`src/plnp_pkg.sv`:
```
// shared types, constants and helpers of the plane normalize and project point block
package plnp_pkg;

   // coordinate format of the ports, signed q16.16
   localparam int COORD_BITS = 32;
   localparam int SAT_BITS   = (COORD_BITS < 32) ? COORD_BITS : 32;
   localparam int FIELD_BITS = 32;

   // normalized plane: unit normal in q1.30, offset in q16.16 with extended range
   localparam int NORM_BITS = 32;
   localparam int OFS_BITS  = 50;

   // csr map: four 32-bit registers at byte address 4*i
   localparam int CSR_ADDR_BITS = 4;

   localparam logic signed [FIELD_BITS-1:0] COEF_C_RESET = 32'sd65536;
   localparam logic signed [NORM_BITS-1:0]  ONE_Q30      = 32'sd1073741824;

   typedef enum logic [1:0] {
      REG_COEF_A = 2'd0,
      REG_COEF_B = 2'd1,
      REG_COEF_C = 2'd2,
      REG_COEF_D = 2'd3
   } reg_index_type;

   // normalized plane as seen by the point datapath
   typedef struct packed {
      logic signed [NORM_BITS-1:0] nx;
      logic signed [NORM_BITS-1:0] ny;
      logic signed [NORM_BITS-1:0] nz;
      logic signed [OFS_BITS-1:0]  nd;
      logic                        degen;
      logic                        busy;
   } plnp_norm_type;

   localparam int WIDE_BITS = 53;
   localparam logic signed [WIDE_BITS-1:0] SAT_MAX =
      (53'sd1 <<< (SAT_BITS - 1)) - 53'sd1;
   localparam logic signed [WIDE_BITS-1:0] SAT_MIN = -SAT_MAX - 53'sd1;

   // clip to the output range, returns {clipped, value}
   function automatic logic [FIELD_BITS:0] sat_coord(input logic signed [WIDE_BITS-1:0] v);
      logic                        clip;
      logic signed [WIDE_BITS-1:0] r;
      clip = 1'b0;
      r    = v;
      if (v > SAT_MAX) begin
         r    = SAT_MAX;
         clip = 1'b1;
      end
      if (v < SAT_MIN) begin
         r    = SAT_MIN;
         clip = 1'b1;
      end
      return {clip, r[FIELD_BITS-1:0]};
   endfunction

endpackage

```
`src/plnp_norm.sv`:
```
// plane normalizer: sum of squares, bit-serial square root, four serial divisions
module plnp_norm (
   input  logic                                     clock,
   input  logic                                     reset,
   input  logic                                     start,
   input  logic signed [plnp_pkg::FIELD_BITS-1:0]   coef_a,
   input  logic signed [plnp_pkg::FIELD_BITS-1:0]   coef_b,
   input  logic signed [plnp_pkg::FIELD_BITS-1:0]   coef_c,
   input  logic signed [plnp_pkg::FIELD_BITS-1:0]   coef_d,
   output plnp_pkg::plnp_norm_type                  norm
);
   import plnp_pkg::*;

   typedef enum logic [2:0] {
      ST_IDLE,
      ST_SQUARE,
      ST_CHECK,
      ST_ROOT,
      ST_LOAD,
      ST_DIVIDE
   } state_type;

   state_type                   state_ff, state_in;
   logic [5:0]                  cnt_ff, cnt_in;
   logic [1:0]                  sel_ff, sel_in;
   logic [63:0]                 acc_ff, acc_in;
   logic [33:0]                 rem_ff, rem_in;
   logic [31:0]                 root_ff, root_in;
   logic [63:0]                 num_ff, num_in;
   logic signed [NORM_BITS-1:0] nx_ff, nx_in, ny_ff, ny_in, nz_ff, nz_in;
   logic signed [OFS_BITS-1:0]  nd_ff, nd_in;
   logic                        degen_ff, degen_in;

   logic signed [FIELD_BITS-1:0] coef_sel;
   logic [31:0]                  mag;
   logic [63:0]                  sq;
   logic [35:0]                  root_rt, root_trial;
   logic [33:0]                  div_rt;
   logic                         div_bit;
   logic [63:0]                  quo_next, quo_signed;

   always_comb begin
      case (reg_index_type'(sel_ff))
         REG_COEF_A: coef_sel = coef_a;
         REG_COEF_B: coef_sel = coef_b;
         REG_COEF_C: coef_sel = coef_c;
         REG_COEF_D: coef_sel = coef_d;
         default:    coef_sel = coef_a;
      endcase
      mag = coef_sel[FIELD_BITS-1] ? 32'(-coef_sel) : 32'(coef_sel);
      sq  = 64'(mag) * 64'(mag);

      // one result bit per cycle, two radicand bits consumed
      root_rt    = {rem_ff, acc_ff[63:62]};
      root_trial = {2'b00, root_ff, 2'b01};

      // restoring division by the length held in root_ff
      div_rt   = {rem_ff[32:0], num_ff[63]};
      div_bit  = (div_rt >= {2'b00, root_ff});
      quo_next = {num_ff[62:0], div_bit};
      quo_signed = coef_sel[FIELD_BITS-1] ? -quo_next : quo_next;

      state_in = state_ff;
      cnt_in   = cnt_ff;
      sel_in   = sel_ff;
      acc_in   = acc_ff;
      rem_in   = rem_ff;
      root_in  = root_ff;
      num_in   = num_ff;
      nx_in    = nx_ff;
      ny_in    = ny_ff;
      nz_in    = nz_ff;
      nd_in    = nd_ff;
      degen_in = degen_ff;

      if (start) begin
         state_in = ST_SQUARE;
         sel_in   = 2'd0;
         acc_in   = '0;
      end else begin
         case (state_ff)
            ST_IDLE: begin
            end
            ST_SQUARE: begin
               acc_in = acc_ff + sq;
               if (sel_ff == 2'd2) begin
                  state_in = ST_CHECK;
                  sel_in   = 2'd0;
               end else begin
                  sel_in = sel_ff + 2'd1;
               end
            end
            ST_CHECK: begin
               if (acc_ff == '0) begin
                  nx_in    = '0;
                  ny_in    = '0;
                  nz_in    = '0;
                  nd_in    = '0;
                  degen_in = 1'b1;
                  state_in = ST_IDLE;
               end else begin
                  state_in = ST_ROOT;
                  cnt_in   = '0;
                  rem_in   = '0;
                  root_in  = '0;
               end
            end
            ST_ROOT: begin
               if (root_rt >= root_trial) begin
                  rem_in  = 34'(root_rt - root_trial);
                  root_in = {root_ff[30:0], 1'b1};
               end else begin
                  rem_in  = 34'(root_rt);
                  root_in = {root_ff[30:0], 1'b0};
               end
               acc_in = {acc_ff[61:0], 2'b00};
               cnt_in = cnt_ff + 6'd1;
               if (cnt_ff == 6'd31) begin
                  state_in = ST_LOAD;
                  sel_in   = 2'd0;
               end
            end
            ST_LOAD: begin
               // normal components scaled to q1.30, offset stays q16.16
               if (reg_index_type'(sel_ff) == REG_COEF_D) begin
                  num_in = 64'(mag) << 16;
               end else begin
                  num_in = 64'(mag) << 30;
               end
               rem_in   = '0;
               cnt_in   = '0;
               state_in = ST_DIVIDE;
            end
            ST_DIVIDE: begin
               rem_in = div_bit ? 34'(div_rt - {2'b00, root_ff}) : div_rt;
               num_in = quo_next;
               cnt_in = cnt_ff + 6'd1;
               if (cnt_ff == 6'd63) begin
                  case (reg_index_type'(sel_ff))
                     REG_COEF_A: nx_in = quo_signed[NORM_BITS-1:0];
                     REG_COEF_B: ny_in = quo_signed[NORM_BITS-1:0];
                     REG_COEF_C: nz_in = quo_signed[NORM_BITS-1:0];
                     REG_COEF_D: nd_in = quo_signed[OFS_BITS-1:0];
                     default:    nx_in = nx_ff;
                  endcase
                  if (sel_ff == 2'd3) begin
                     degen_in = 1'b0;
                     state_in = ST_IDLE;
                  end else begin
                     sel_in   = sel_ff + 2'd1;
                     state_in = ST_LOAD;
                  end
               end
            end
            default: state_in = ST_IDLE;
         endcase
      end
   end

   always_ff @(posedge clock) begin
      if (reset) begin
         state_ff <= ST_IDLE;
         cnt_ff   <= '0;
         sel_ff   <= '0;
         nx_ff    <= '0;
         ny_ff    <= '0;
         nz_ff    <= ONE_Q30;
         nd_ff    <= '0;
         degen_ff <= 1'b0;
      end else begin
         state_ff <= state_in;
         cnt_ff   <= cnt_in;
         sel_ff   <= sel_in;
         nx_ff    <= nx_in;
         ny_ff    <= ny_in;
         nz_ff    <= nz_in;
         nd_ff    <= nd_in;
         degen_ff <= degen_in;
      end
      acc_ff  <= acc_in;
      rem_ff  <= rem_in;
      root_ff <= root_in;
      num_ff  <= num_in;
   end

   assign norm.nx    = nx_ff;
   assign norm.ny    = ny_ff;
   assign norm.nz    = nz_ff;
   assign norm.nd    = nd_ff;
   assign norm.degen = degen_ff;
   assign norm.busy  = (state_ff != ST_IDLE);

endmodule

```
`config.mk`:
```
export PLATFORM = sky130hd
export DESIGN_NAME = plnp_norm
export DESIGN_NICKNAME = d
export VERILOG_FILES = /design/src/plnp_pkg.sv /design/src/plnp_norm.sv
export SDC_FILE = /design/constraint.sdc
export NUM_CORES = 2
export LEC_CHECK = 0
export BUFFER_PORTS_ARGS = -buffer_cell sky130_fd_sc_hd__buf_4
export CORE_ASPECT_RATIO = 0.5
export CORE_MARGIN = 2
export CORE_UTILIZATION = 55
export CTS_BUF_LIST = sky130_fd_sc_hd__clkbuf_8
export CTS_CLUSTER_SIZE = 40
export DETAILED_ROUTE_END_ITERATION = 10
export HOLD_SLACK_MARGIN = 0.15
export PLACE_DENSITY_LB_ADDON = 0.2
export SYNTH_ARGS = -nofsm -noshare
export SYNTH_HDL_FRONTEND = slang
export SYNTH_SLANG_ARGS = --single-unit
```
`constraint.sdc`:
```
create_clock -name clock -period 32.8 [get_ports clock]
set_input_delay 0 -clock clock [delete_from_list [all_inputs] [get_ports clock]]
set_output_delay 0 -clock clock [all_outputs]
set_load 0.01 [all_outputs]
```
==> results.md <==
* Core area at around 0.091 mm²
* DIE WIDTH at between 400 and 500 µm
* DR DRC count at 0
* Post-CTS Resized at 0
* WP data required at 33.47 ns
* Layout cells sized above 1 at under 10%
* Global-route wire length before repair at roughly 240000 µm
* Nets at roughly 7300
* Root Driver: clkbuf_8
* Async set or reset register ratio after synthesis at 0%
* Critical path endpoint category: flop
* # H-tree levels at 2
* Setup violations, final at 0
* Slowest CP cell: a2111oi_0
* Avg WL per Cell at 21.7 µm
* Worst EP arrival at about 14 ns
* Relative slew slack at around 12%
* Port Buf Inserts at approximately 280
* ANT nets after route at 0
* Syn_area_per_cell at 8.78 µm²
* Ys flop type: dfxtp_1
* Actual slew at the worst max-slew pin at roughly 1.3 ns
* Detailed router's first-iteration violation count at 3676
* All-Layer GR Usage at ~34%
* I/O pins at 279
* Vias in the first global route at roughly 43000
* Area growth syn-to-layout at 9.12%
* Cell variety after synth at 96
* Clock period minus worst slack at 12.96 ns
* Final Cycle Share at about two fifths
* Post-synthesis mux area share at 0.641%
* Type of the worst setup path: flop to flop
* Ys Warns at 0
* Adder-cell area share of the yosys netlist at 42.5%
* Synth area leaders: fa_1 35%, inv_1 9.2%, dfxtp_1 8.8%, ha_1 7.9%, edfxtp_1 7.7%
* Vias per inst at 5.79
* Post-Place Cells at between 7000 and 8000
* Die area at ~0.095 mm²
* Worst Path Max Fanout at 47
* CTS Buf Count at 58
* Unrepaired setup endpoints after global routing: false
* TritonCTS clock tree: done
* Antenna violations before repair at 4
* Synth Area in Compound Gates at 12.7%
* Top-count cell post-synth: inv_1
* Synth top area share at between 30% and 40%
* Setup tns final at 0 ns
* Fin. Hold Viols at 0
* Outcome: finished, final reports clean
* GRT Residual Overflow at 0
* CTS hold repair buffers at 4
* Largest family of logic cells by synthesized area: adder cells
* Simple-gate share of the synthesized area at 12.5%
* Final HPWL DP at 121000 µm
* Total Wirelength at 157000 µm
* Top cell type by total area after synthesis: fa_1
* Fmax at around 77 MHz
* Post-synthesis instance total at around 5800
* Post-synthesis register bit count at around 350
* Clock Pin Slew Worst Setup and Hold Paths at about 0.060 ns
* Syn Std Cell Area at 0.0508 mm²
* Slowest stage delay, CP at approximately 1.1 ns
* Post-Layout Cell Count at between 7000 and 8000
* Setup Buffers After CTS at 0
* Skew-Pair Late Insertion Delay at approximately 0.74 ns
* Vias at 41956
* Synth top cells by count: 1246 x inv_1, 877 x fa_1, 607 x nand2_1
* XOR/XNOR Fraction of Synth Area at between 3 and 4%
* Max Clock Skew at 0.0470 ns
* Max-cap violations at 0
* Max-slew violations at 0
* GP Congestion at just under 1
* Clock Sinks at about 350
* Initial Util at 55.8%
* Rows at 78
* Fillers at 7985
* Die Y at ~220 µm
* Hold Path Class: input pin to flop
* Startpoint Class: flop
* Sequential share of the synthesized area at roughly 16%
* Most used cell, CP: inv_1
* Largest net degree at the start of global routing at 88
* Drt pass-1 iters at 8
* Clock Tree Buf Depth at 3
* Number of synthesized flops with an enable pin at between 100 and 150
sequential cells by signal, summed over array words and instances (netlist names), 32 cells and up:
register  flops
acc_ff       64
num_ff       64
nd_ff        50
rem_ff       34
nx_ff        32
ny_ff        32
nz_ff        32
root_ff      32
cells in the final DEF, fill, tap and decap left out, types with 26 or more instances in the layout:
cell         n
inv_1     1262
xor2_1      77
buf_4      351
nor2_1     518
o21a_1      30
and2_1      26
a211oi_1    48
nand3_1     49
dfxtp_1    221
a22o_1      27
nor3_1      45
o21ai_0    185
a31oi_1     41
a21o_1      81
mux2i_1     27
a21oi_1    348
a22oi_1     41
and3_1      36
nand2_1    606
edfxtp_1   130
nor4_1      29
xnor2_1     97
clkbuf_8    62
ha_1       320
fa_1       877
o22ai_1     28
critical path: cells and delay by family, from the launching register on:
kind / cells / cell delay, ns
fa+ha+maj: 11 / 5.46
mux: 1 / 0.08
compound gates: 10 / 2.95
xor+xnor: 2 / 0.29
simple gates: 4 / 1.01
flops: 1 / 0.36
buf+inv: 14 / 2.67
worst paths after layout:
kind	end	from	cells after the start	slack [ns]
hold reg to reg	nx_ff[2]	nx_ff[2]	2	0.45
setup reg to reg	acc_ff[37]	sel_ff[0]	42	19.84
setup / recovery	acc_ff[37]	sel_ff[0]	42	19.84
hold / removal	state_ff[0]	start	4	0.20
cell families (layout without fill, tap and decap cells):
kind of cell	Yosys count	after routing
compound gates	1018	1018
xor+xnor	198	198
fa+ha+maj	1198	1198
buf+inv	1521	1723
flops	352	352
mux	32	32
other cells	2	27
simple gates	1463	1463
through the flow:
stage                     hold WS, ns  area [µm²]  worst slack [ns]  utilization (%)
after global placement          0.333       54100             20.51             59.5
after CTS                       0.160       55400             20.15             60.9
after detailed placement        0.342       54100             20.23             59.5
final                           0.200       55400             19.84             60.9
after floorplan                 0.214       50900             21.90                -
after global routing            0.231       55400             19.31             60.9
routing by layer:
metal  vias to the layer above  track usage, %  share of wire (%)
met5                         -               0              0.028
met4                         6            14.7                5.0
met3                       469            5.92                8.8
met2                      1937            54.6                 47
met1                     20943            44.2                 39
li1                      18601               -                  -
area by class of cell:
type / instances / area [µm²] / area share [%]
antenna: 2 / 5.00 / 0.00903
timing repair buffer: 355 / 2680 / 4.83
clock buffer: 62 / 853 / 1.54
inverter: 1259 / 4730 / 8.53
clock inverter: 47 / 388 / 0.700
tap: 1240 / 1550 / 2.80
multi-input combinational: 3934 / 36900 / 66.5
sequential: 352 / 8350 / 15.1
Power is not shown: default switching activity piles up to over one toggle a cycle in this logic, so the estimate is an artifact.
